`src/rtl/core/tvod_pkg.sv`:
```
// Shared types and constants for the tagged varint operand decoder.
package tvod_pkg;

  // Header byte fields and length prefix patterns (bits 5..0 of an index header).
  localparam logic [5:0] LEN1_MASK = 6'h20;
  localparam logic [5:0] LEN2_MASK = 6'h38;
  localparam logic [5:0] LEN2_CODE = 6'h30;
  localparam logic [5:0] LEN3_MASK = 6'h3C;
  localparam logic [5:0] LEN3_CODE = 6'h38;
  localparam logic [5:0] LEN4_MASK = 6'h3E;
  localparam logic [5:0] LEN4_CODE = 6'h3C;

  // Result status codes.
  typedef enum logic [1:0] {
    ST_OK         = 2'd0,
    ST_BAD_PREFIX = 2'd1,
    ST_TRUNCATED  = 2'd2
  } status_e;

  // Field decode state carried between items.
  typedef struct packed {
    logic        in_field;
    logic        is_count;
    logic [1:0]  tag;
    logic [1:0]  remaining;
    logic [1:0]  position;
    logic [31:0] acc;
  } dec_state_t;

  // One result item.
  typedef struct packed {
    logic [1:0]  tag;
    logic [31:0] value;
    logic        was_count;
    status_e     status;
  } dec_result_t;

endpackage

```
`src/rtl/core/tvod_step.sv`:
```
// Combinational decode of one code byte against the current field state.
module tvod_step (
  input  tvod_pkg::dec_state_t  cur_i,
  input  logic                  kind_i,
  input  logic [7:0]            code_byte_i,
  input  logic                  end_of_code_i,
  output tvod_pkg::dec_state_t  nxt_o,
  output tvod_pkg::dec_result_t res_o,
  output logic                  emit_o
);
  import tvod_pkg::*;

  logic [5:0] low6;
  logic       hdr_ok;
  status_e    status;
  logic [31:0] value;

  assign low6 = code_byte_i[5:0];

  // Next state and result for this byte.
  always_comb begin
    nxt_o  = cur_i;
    emit_o = 1'b0;
    hdr_ok = 1'b0;
    status = ST_OK;
    value  = '0;
    if (!cur_i.in_field) begin
      if (kind_i) begin
        // Count header: first byte is the least significant one.
        nxt_o.is_count  = 1'b1;
        nxt_o.tag       = 2'd0;
        nxt_o.acc       = {24'd0, code_byte_i};
        nxt_o.position  = 2'd1;
        nxt_o.remaining = 2'd3;
        hdr_ok          = 1'b1;
      end else begin
        // Index header: tag in bits 7..6, length prefix below.
        nxt_o.is_count = 1'b0;
        nxt_o.tag      = code_byte_i[7:6];
        nxt_o.position = 2'd0;
        if ((low6 & LEN1_MASK) == 6'd0) begin
          emit_o = 1'b1;
          value  = {27'd0, low6[4:0]};
        end else if ((low6 & LEN2_MASK) == LEN2_CODE) begin
          nxt_o.acc       = {29'd0, low6[2:0]};
          nxt_o.remaining = 2'd1;
          hdr_ok          = 1'b1;
        end else if ((low6 & LEN3_MASK) == LEN3_CODE) begin
          nxt_o.acc       = {30'd0, low6[1:0]};
          nxt_o.remaining = 2'd2;
          hdr_ok          = 1'b1;
        end else if ((low6 & LEN4_MASK) == LEN4_CODE) begin
          nxt_o.acc       = {31'd0, low6[0]};
          nxt_o.remaining = 2'd3;
          hdr_ok          = 1'b1;
        end else begin
          emit_o = 1'b1;
          status = ST_BAD_PREFIX;
        end
      end
      // A multi-byte field that starts on the last code byte is cut off.
      if (hdr_ok) begin
        nxt_o.in_field = 1'b1;
        if (end_of_code_i) begin
          emit_o = 1'b1;
          status = ST_TRUNCATED;
        end
      end
    end else begin
      // Continuation byte: counts fill bytes upward, indexes shift in six bits.
      if (cur_i.is_count) begin
        nxt_o.acc      = cur_i.acc | ({24'd0, code_byte_i} << {cur_i.position, 3'b000});
        nxt_o.position = cur_i.position + 2'd1;
      end else begin
        nxt_o.acc = {cur_i.acc[25:0], low6};
      end
      nxt_o.remaining = cur_i.remaining - 2'd1;
      if (nxt_o.remaining == 2'd0) begin
        emit_o = 1'b1;
        value  = nxt_o.acc;
      end else if (end_of_code_i) begin
        emit_o = 1'b1;
        status = ST_TRUNCATED;
      end
    end

    res_o.tag       = nxt_o.tag;
    res_o.was_count = nxt_o.is_count;
    res_o.value     = value;
    res_o.status    = status;

    // Any result closes the field.
    if (emit_o) begin
      nxt_o.in_field  = 1'b0;
      nxt_o.remaining = 2'd0;
      nxt_o.position  = 2'd0;
      nxt_o.acc       = '0;
    end
  end

endmodule

```
`src/rtl/core/tvod_out_reg.sv`:
```
// Result register with valid/stall handshake toward the consumer.
module tvod_out_reg (
  input  logic                  clk_i,
  input  logic                  rst_ni,
  input  logic                  load_i,
  input  tvod_pkg::dec_result_t res_i,
  output logic                  free_o,
  output logic                  out_valid_o,
  input  logic                  out_stall_i,
  output logic [1:0]            operand_tag_o,
  output logic [31:0]           decoded_value_o,
  output logic                  was_count_o,
  output logic [1:0]            status_o
);
  import tvod_pkg::*;

  logic        valid_q;
  dec_result_t res_q;

  // The slot can take a new result when empty or when its item leaves now.
  assign free_o = !valid_q || !out_stall_i;

  // Valid flag.
  always_ff @(posedge clk_i or negedge rst_ni) begin
    if (!rst_ni) begin
      valid_q <= 1'b0;
    end else if (free_o) begin
      valid_q <= load_i;
    end
  end

  // Result payload.
  always_ff @(posedge clk_i) begin
    if (free_o && load_i) begin
      res_q <= res_i;
    end
  end

  assign out_valid_o     = valid_q;
  assign operand_tag_o   = res_q.tag;
  assign decoded_value_o = res_q.value;
  assign was_count_o     = res_q.was_count;
  assign status_o        = res_q.status;

endmodule

```
`src/rtl/core/tagged_varint_operand_decoder_unit.sv`:
```
// Top level of the tagged varint operand decoder: input register, field state, result register.
// Decodes a bytecode stream one byte per item. With kind low on the first byte of a field, the
// byte is an index header (tag in bits 7..6, length prefix in bits 5..0) followed by up to three
// continuation bytes of six bits each; with kind high the field is a four-byte little-endian
// count. One result item comes out when a field completes, when a header has an invalid prefix,
// or when end_of_code marks a byte before the field's end. Each byte sits in the input register,
// one pass of decode logic updates the field state, and any result is then written into the
// output register, where the consumer takes it. A new byte is accepted every cycle while the
// consumer keeps up; stall on the output propagates back only when a result must be written
// into a full output register.
module tagged_varint_operand_decoder_unit (
  input  logic        clk_i,
  input  logic        rst_ni,
  input  logic        in_valid_i,
  output logic        in_stall_o,
  input  logic        kind_i,
  input  logic [7:0]  code_byte_i,
  input  logic        end_of_code_i,
  output logic        out_valid_o,
  input  logic        out_stall_i,
  output logic [1:0]  operand_tag_o,
  output logic [31:0] decoded_value_o,
  output logic        was_count_o,
  output logic [1:0]  status_o
);
  import tvod_pkg::*;

  logic        in_valid_q;
  logic        kind_q;
  logic [7:0]  byte_q;
  logic        last_q;
  dec_state_t  state_q;
  dec_state_t  state_d;
  dec_result_t res;
  logic        emit;
  logic        out_free;
  logic        go;

  // The held byte is processed unless it produces a result the output cannot take.
  assign go         = in_valid_q && (!emit || out_free);
  assign in_stall_o = in_valid_q && !go;

  // Input register.
  always_ff @(posedge clk_i or negedge rst_ni) begin
    if (!rst_ni) begin
      in_valid_q <= 1'b0;
    end else if (!in_stall_o) begin
      in_valid_q <= in_valid_i;
    end
  end

  always_ff @(posedge clk_i) begin
    if (in_valid_i && !in_stall_o) begin
      kind_q <= kind_i;
      byte_q <= code_byte_i;
      last_q <= end_of_code_i;
    end
  end

  // Field state register.
  always_ff @(posedge clk_i or negedge rst_ni) begin
    if (!rst_ni) begin
      state_q <= '0;
    end else if (go) begin
      state_q <= state_d;
    end
  end

  tvod_step u_step (
    .cur_i         (state_q),
    .kind_i        (kind_q),
    .code_byte_i   (byte_q),
    .end_of_code_i (last_q),
    .nxt_o         (state_d),
    .res_o         (res),
    .emit_o        (emit)
  );

  tvod_out_reg u_out (
    .clk_i           (clk_i),
    .rst_ni          (rst_ni),
    .load_i          (go && emit),
    .res_i           (res),
    .free_o          (out_free),
    .out_valid_o     (out_valid_o),
    .out_stall_i     (out_stall_i),
    .operand_tag_o   (operand_tag_o),
    .decoded_value_o (decoded_value_o),
    .was_count_o     (was_count_o),
    .status_o        (status_o)
  );

endmodule
```
`config.mk`:
```
export PLATFORM = sky130hd
export DESIGN_NAME = tagged_varint_operand_decoder_unit
export DESIGN_NICKNAME = d
export VERILOG_FILES = /design/src/rtl/core/tvod_pkg.sv /design/src/rtl/core/tvod_step.sv /design/src/rtl/core/tvod_out_reg.sv /design/src/rtl/core/tagged_varint_operand_decoder_unit.sv
export SDC_FILE = /design/constraint.sdc
export NUM_CORES = 1
export LEC_CHECK = 0
export ABC_AREA = 1
export ABC_CLOCK_PERIOD_IN_PS = 3000
export BUFFER_PORTS_ARGS = -buffer_cell sky130_fd_sc_hd__buf_2
export CAP_MARGIN = 30
export CELL_PAD_IN_SITES_DETAIL_PLACEMENT = 0
export CELL_PAD_IN_SITES_GLOBAL_PLACEMENT = 1
export CORE_MARGIN = 2
export CORE_UTILIZATION = 44
export DETAILED_ROUTE_END_ITERATION = 7
export HOLD_SLACK_MARGIN = 0.15
export PLACE_DENSITY = 0.78
export SYNTH_ARGS = -nofsm -noshare
export SYNTH_HDL_FRONTEND = slang
export SYNTH_SLANG_ARGS = --single-unit
```
`constraint.sdc`:
```
create_clock -name clk_i -period 3 [get_ports clk_i]
set_clock_uncertainty 0.05 [all_clocks]
set_input_delay 0.15 -clock clk_i [delete_from_list [all_inputs] [get_ports clk_i]]
set_output_delay 0.15 -clock clk_i [all_outputs]
set_load 0.02 [all_outputs]
```
==> summary.md, run 1 <==
| Metric | Value |
|---|---|
| Status | `finished, final reports clean` |
| Slew Viols, Final | `0` |
| Min Clock Period, post-route | `2.335 ns` |
| Power per cell area | `767.9 nW/um^2` |
| Pleak | `2.155 nW` |
| Most used DFF post-synth | `edfxtp_1` |
| Number of synthesized flops with an enable pin | `47` |
| FILL cells | `922` |
| # diodes | `0` |
| Count of input and output buffers | `52` |
| Comb power frac | `36.0%` |
| Post-CTS Hold Fix Bufs | `13` |
| Sequential share of power | `43.7%` |
| Final setup viols | `0` |
| Final Hold Viols | `0` |
| Hold Slack | `0.1904 ns` |
| 1st-iter DRT viols | `276` |
| MaxCap Viol Count | `0` |
| Syn Nets | `485` |
| First-pass GRT wire length | `17490 um` |
| Placed cell count | `637` |
| Reg2reg path depth | `10` |
| Worst slew pin tran | `0.7256 ns` |
| Clk pin slew, worst setup/hold paths | `0.09 ns` |
| # rows | `36` |
| Area delta synth->final | `15.57%` |
| Maximum clock insertion buffer count | `2` |
| Post-CTS resize count | `0` |
| Cell Int Power | `2.328 mW` |
| Max VDD drop | `0.4162 mV` |
| Die footprint | `10680 sq um` |
| Mean post-synth cell area | `9.235 sq um` |
| DRT Pass-1 Iters | `5` |
| Sw frac | `39.56%` |
| R2R Setup Slk | `0.67 ns` |
| Sequential cell area fraction in the yosys report | `56.73%` |
| Setup TNS | `0 ns` |
| WL/cell | `16.07 um` |
| Core Footprint | `9684 sq um` |
| Async SR Flop Fraction | `47.19%` |
| DRC viols | `0` |
| Die Wd | `103.3 um` |
| H-tree level count | `3` |
| Die height | `103.3 um` |
| Final Util | `51.80%` |
| Commonest non-fill, non-tap cells in the layout | `89 x nand2_1, 52 x buf_2, 49 x nand3_1, 47 x inv_1, 47 x edfxtp_1` |
| Yosys warns | `0` |
| Nets | `543` |
| Starting Density | `44.82%` |
| Worst hold path class | `input port to async pin` |
| Number of global-route vias before repair | `3369` |
| Fmax | `0.4284 GHz` |
| CP Capture Type | `flop` |
| Initial antenna violation count | `0` |
| RSZ-0062 raised after global routing | `no` |
| Total clock sinks | `89` |
| Synthesized area | `4340 sq um` |
| CTS tree | `built` |
| Slew headroom | `51.57%` |
| Drt total wl | `10700 um` |
| FF/Latch Area | `2462 sq um` |
| Multi-input logic area | `1534 sq um` |
| Routability cong. | `0.8536` |
| Clock root cell | `clkbuf_8` |
| Worst Path Required | `2.97 ns` |
| # IOs | `53` |
| Crit path arrival time | `2.31 ns` |
| Worst Path Max Fanout | `20` |
| Cell Count, Final, Fillers Out | `666` |
| CTS buffer count | `9` |
| Number of distinct library cells after synthesis | `33` |
| Aggregate global routing overflow | `0` |
| Startpoint Class | `flop` |
| Detailed Place HPWL | `7223 um` |
| Post-route antenna net violation count | `0` |
| Clock Latency Late Sink | `0.35 ns` |
| Post-CTS Repair Setup Buffers | `0` |
| Via-per-instance ratio | `5.275` |
| Psw | `1.524 mW` |
| Setup CP Type | `flop to flop` |
| GRT Util Overall | `21.62%` |
| Layout cells sized above 1 | `19.89%` |
| Cells after synthesis | `470` |
| Crit share post-route | `77.82%` |
| Commonest non-fill, non-tap cell in the layout | `nand2_1` |
| Vias | `3513` |
| Largest net degree at the start of global routing | `52` |
| Number of synthesized register bits | `89` |
| Share of total power in the clock network | `20.3%` |
-- per-stage QoR --
stage / setup WS, ns / power, mW / cell area [sq um]
5_1_grt: 0.4934 / 4.108 / 5016
3_5_place_dp: 0.6756 / 3.071 / 4705
3_3_place_gp: 0.7450 / 3.058 / 4684
2_1_floorplan: 0.3858 / 2.687 / 4340
6_report: 0.6655 / 3.852 / 5016
4_1_cts: 0.6601 / 3.869 / 5016
-- registers in the layout (all words and copies together) (netlist names) --
register and count:
state_q 40, u_out.out_valid_o 1, u_out.status_o 2, kind_q 1, in_valid_q 1, u_out.was_count_o 1, byte_q 8, u_out.decoded_value_o 32
u_out.operand_tag_o 2, last_q 1
-- worst paths after layout --
path                              from                         to
min in group clk_i         state_q[27]                state_q[27]
max in group asynchronous       rst_ni                state_q[31]
hold reg to reg            state_q[27]                state_q[27]
setup / recovery           state_q[34]  u_out.decoded_value_o[31]
setup reg to reg           state_q[34]  u_out.decoded_value_o[31]
hold / removal                  rst_ni                state_q[20]
-- cells in the mapped netlist (2+ instances only) --
master | n | area (sq um)
and2_1 | 3 | 18.77
clkbuf_1 | 16 | 60.06
a21oi_1 | 19 | 95.09
buf_2 | 2 | 10.01
edfxtp_1 | 47 | 1411
nand2_2 | 2 | 12.51
nand3_1 | 49 | 245.2
nor2_1 | 43 | 161.4
nand4_1 | 2 | 12.51
nand2_1 | 89 | 334.1
clkinv_1 | 2 | 7.510
buf_1 | 2 | 7.510
o21ai_2 | 19 | 166.4
o21ai_1 | 3 | 15.01
dfrtp_1 | 42 | 1051
a31oi_1 | 12 | 75.07
o211ai_1 | 2 | 15.01
o22ai_1 | 3 | 18.77
buf_4 | 3 | 22.52
buf_6 | 4 | 45.04
nor2_4 | 2 | 22.52
inv_1 | 47 | 176.4
nand2_4 | 4 | 45.04
o21ai_0 | 44 | 220.2
-- critical path, cell delays in order (launching register included) --
cell,delay (ns)
dfrtp_1,0.41
ha_1,0.30
nand2_4,0.15
inv_2,0.06
nor2_4,0.18
nand2_8,0.11
a21oi_2,0.12
buf_4,0.18
nand2_1,0.09
inv_1,0.08
buf_4,0.28
-- routing by layer --
layer	track usage, %	vias up	wire length, um
met5	0	-	0
met4	7.287	0	167
met3	2.823	15	519
met2	33.87	110	4967
met1	31.21	1698	5050
li1	-	1690	-
-- area by class of cell --
class / instances / share of cell area, %
sequential: 89 / 49.09
multi-input combinational: 302 / 30.58
timing repair buffer: 75 / 9.529
inverter: 51 / 3.866
tap: 133 / 3.318
clock buffer: 12 / 2.694
clock inverter: 4 / 0.9229
-- power by group through the flow --
stage	sequential, mW	combinational (mW)	clock (mW)
after detailed placement	1.71	1.37	0
after CTS	1.68	1.38	0.802
after global routing	1.72	1.54	0.850
after global placement	1.70	1.36	0
after floorplan	1.78	0.910	0
final	1.68	1.39	0.783
-- kinds of logic after synthesis --
| logic type | share of synthesized area (%) |
|---|---|
| simple gates | 20.55 |
| fa+ha+maj | 0.2882 |
| flops | 56.73 |
| buf+inv | 7.927 |
| compound gates | 14.50 |
No activity file was read; power rests on OpenSTA's default activity.
==> run 2, diff against run 1 <==
--- a/config.mk
+++ b/config.mk
@@ -6,7 +6,7 @@
 export NUM_CORES = 1
 export LEC_CHECK = 0
 export ABC_AREA = 1
-export ABC_CLOCK_PERIOD_IN_PS = 3000
+export ABC_CLOCK_PERIOD_IN_PS = 2200
 export BUFFER_PORTS_ARGS = -buffer_cell sky130_fd_sc_hd__buf_2
 export CAP_MARGIN = 30
 export CELL_PAD_IN_SITES_DETAIL_PLACEMENT = 0
==> constraint.sdc (replaced) <==
create_clock -name clk_i -period 2.2 [get_ports clk_i]
set_clock_uncertainty 0.05 [all_clocks]
set_input_delay 0.11 -clock clk_i [delete_from_list [all_inputs] [get_ports clk_i]]
set_output_delay 0.11 -clock clk_i [all_outputs]
set_load 0.02 [all_outputs]
==> run 2 against run 1 <==
Compared with the run above: first-iteration DRC count is 11% lower; global-route usage is 1.0 points higher; clock power rose by 53%; combinational power grew 43%; design area up 2.7%; clock-buffer cell count down 2; non-clock buffer count increased by 8; critical path depth fell by 1.
==> summary.md, run 2 (synthesized netlist as in run 1, its figures left out) <==
| Metric | Value |
|---|---|
| Starting Density | `44.82% (unchanged)` |
| Drt total wl | `11180 um (+4.4%)` |
| Startpoint Class | `flop` |
| Die height | `103.3 um (unchanged)` |
| RSZ-0062 raised after global routing | `no` |
| Setup TNS | `0 ns (unchanged)` |
| Post-CTS Hold Fix Bufs | `13 (unchanged)` |
| CTS buffer count | `9 (unchanged)` |
| Worst Path Max Fanout | `20 (unchanged)` |
| Clock Latency Late Sink | `0.38 ns (+0.03 ns)` |
| Area delta synth->final | `18.68%` |
| # IOs | `53 (unchanged)` |
| Final setup viols | `0 (unchanged)` |
| MaxCap Viol Count | `0 (unchanged)` |
| Worst slew pin tran | `0.6164 ns (-0.1092 ns)` |
| Worst hold path class | `input port to async pin` |
| Die Wd | `103.3 um (unchanged)` |
| Die footprint | `10680 sq um (unchanged)` |
| Pleak | `2.210 nW (+2.6%)` |
| Delay of the slowest critical-path stage | `0.43 ns (+0.02 ns)` |
| Fmax | `0.4980 GHz (+16%)` |
| Cell family with most CP delay | `simple AND/OR/NAND/NOR gates` |
| Layout cells sized above 1 | `22.37% (+2.5 points)` |
| Worst path slowest cell | `dfrtp_1` |
| Critical Path Most Common Cell | `nand2_4` |
| Commonest non-fill, non-tap cells in the layout | `88 x nand2_1, 52 x buf_2, 49 x nand3_1, 47 x edfxtp_1, 46 x inv_1` |
| 1st-iter DRT viols | `247 (-11%)` |
| CP Capture Type | `flop` |
| DRT Pass-1 Iters | `4 (-1)` |
| Largest net degree at the start of global routing | `52 (unchanged)` |
| Number of global-route vias before repair | `3445 (+2.3%)` |
| Maximum clock insertion buffer count | `2 (unchanged)` |
| Detailed Place HPWL | `7226 um (about the same)` |
| Crit share post-route | `91.28% (+13 points)` |
| Crit path arrival time | `2.04 ns (-0.27 ns)` |
| Core Footprint | `9684 sq um (unchanged)` |
| Total clock sinks | `89 (unchanged)` |
| Post-CTS resize count | `0 (unchanged)` |
| Commonest non-fill, non-tap cell in the layout | `nand2_1` |
| Routability cong. | `0.8759 (+2.6%)` |
| CTS tree | `built` |
| Vias | `3544 (+0.88%)` |
| First-pass GRT wire length | `18130 um (+3.7%)` |
| Post-CTS Repair Setup Buffers | `0 (unchanged)` |
| Worst Path Required | `2.23 ns (-0.74 ns)` |
| Nets | `551 (+1.5%)` |
| Clock root cell | `clkbuf_8` |
| # diodes | `0 (unchanged)` |
| Clk pin slew, worst setup/hold paths | `0.10 ns (about the same)` |
| Post-route antenna net violation count | `0 (unchanged)` |
| Final Util | `53.19% (+1.4 points)` |
| # rows | `36 (unchanged)` |
| H-tree level count | `3 (unchanged)` |
| Min Clock Period, post-route | `2.008 ns (-0.3263 ns)` |
| Max VDD drop | `0.6239 mV (+50%)` |
| Max FFs per register | `40 (unchanged)` |
| Slew headroom | `58.86% (+7.3 points)` |
| R2R Setup Slk | `0.19 ns (-0.47 ns)` |
| Final Hold Viols | `0 (unchanged)` |
| Initial antenna violation count | `0 (unchanged)` |
| Via-per-instance ratio | `5.258 (-0.31%)` |
| DRC viols | `0 (unchanged)` |
| Setup CP Type | `flop to flop` |
| Power per cell area | `1062 nW/um^2 (+38%)` |
| CP bufs+invs | `3 (-1)` |
| Slew Viols, Final | `0 (unchanged)` |
| CP Cell Sequence | `ha_4, nand2_4, inv_4, nor2_4, nand2_8, a21oi_4, nand2_4, clkinvlp_4, buf_12` |
| Count of input and output buffers | `52 (unchanged)` |
| Aggregate global routing overflow | `0 (unchanged)` |
| Status | `finished, final reports clean` |
| Largest register by flop count | `state_q` |
| WL/cell | `16.58 um (+3.2%)` |
| GRT Util Overall | `22.66% (+1.0 points)` |
| FILL cells | `901 (-2.3%)` |
==> run 2: cell count changes in the layout (fill, tap and decap cells not counted), sizes merged <==
cell | previous run | this run
inv | 49 | 51
clkbuf | 12 | 10
clkinvlp | 1 | 2
buf | 62 | 70
clkinv | 4 | 3
==> run 2: metal layers <==
layer | routed length (um) | global-route usage, %
met3 | 546 | 3.024
met4 | 193 | 7.895
met1 | 5216 | 32.23
met5 | 0 | 0
met2 | 5220 | 35.91
==> run 2: stage by stage <==
step	instances	power, mW	hold WS, ns	cell area (sq um)	setup WS, ns
after global placement	645	4.241	0.03739	4811	0.2802
after global routing	674	5.808	0.2231	5151	0.06317
after CTS	674	5.483	0.1721	5151	0.1895
after floorplan	470	3.697	-0.2356	4378	0.0009033
final	674	5.468	0.1614	5151	0.1918
after detailed placement	645	4.274	0.05050	4811	0.2116
==> run 2: final cells by class <==
cell class                      count  area, sq um  share of cell area (%)
Multi-Input combinational cell    302         1562                   30.31
Clock inverter                      6        72.57                   1.409
Sequential cell                    89         2462                   47.80
Inverter                           51        200.2                   3.886
Timing Repair Buffer               83        550.5                   10.69
Tap cell                          133        166.4                   3.231
Clock buffer                       10        137.6                   2.672
==> run 2: report_power, final <==
part / leakage, nW / internal [mW] / switching [mW]
registers: 1.02 / 2.11 / 0.176
clock network: 0.104 / 0.570 / 0.632
logic: 1.08 / 0.600 / 1.39
==> run 2: worst paths after layout <==
| kind | from | end | depth (start not counted) |
|---|---|---|---|
| setup / recovery | state_q[34] | u_out.status_o[0] | 9 |
| hold / removal | rst_ni | state_q[28] | 2 |
| setup reg to reg | state_q[34] | u_out.status_o[0] | 9 |
| hold reg to reg | state_q[21] | state_q[21] | 2 |
| max in group asynchronous | rst_ni | state_q[22] | 3 |
| min in group clk_i | code_byte_i[6] | byte_q[6] | 2 |
==> run 2: worst reg2reg max path, cell delays in order, from the launching register on <==
cell,delay (ns)
dfrtp_1,0.43
ha_4,0.20
nand2_4,0.07
inv_4,0.04
nor2_4,0.20
nand2_8,0.13
a21oi_4,0.21
nand2_4,0.07
clkinvlp_4,0.11
buf_12,0.17
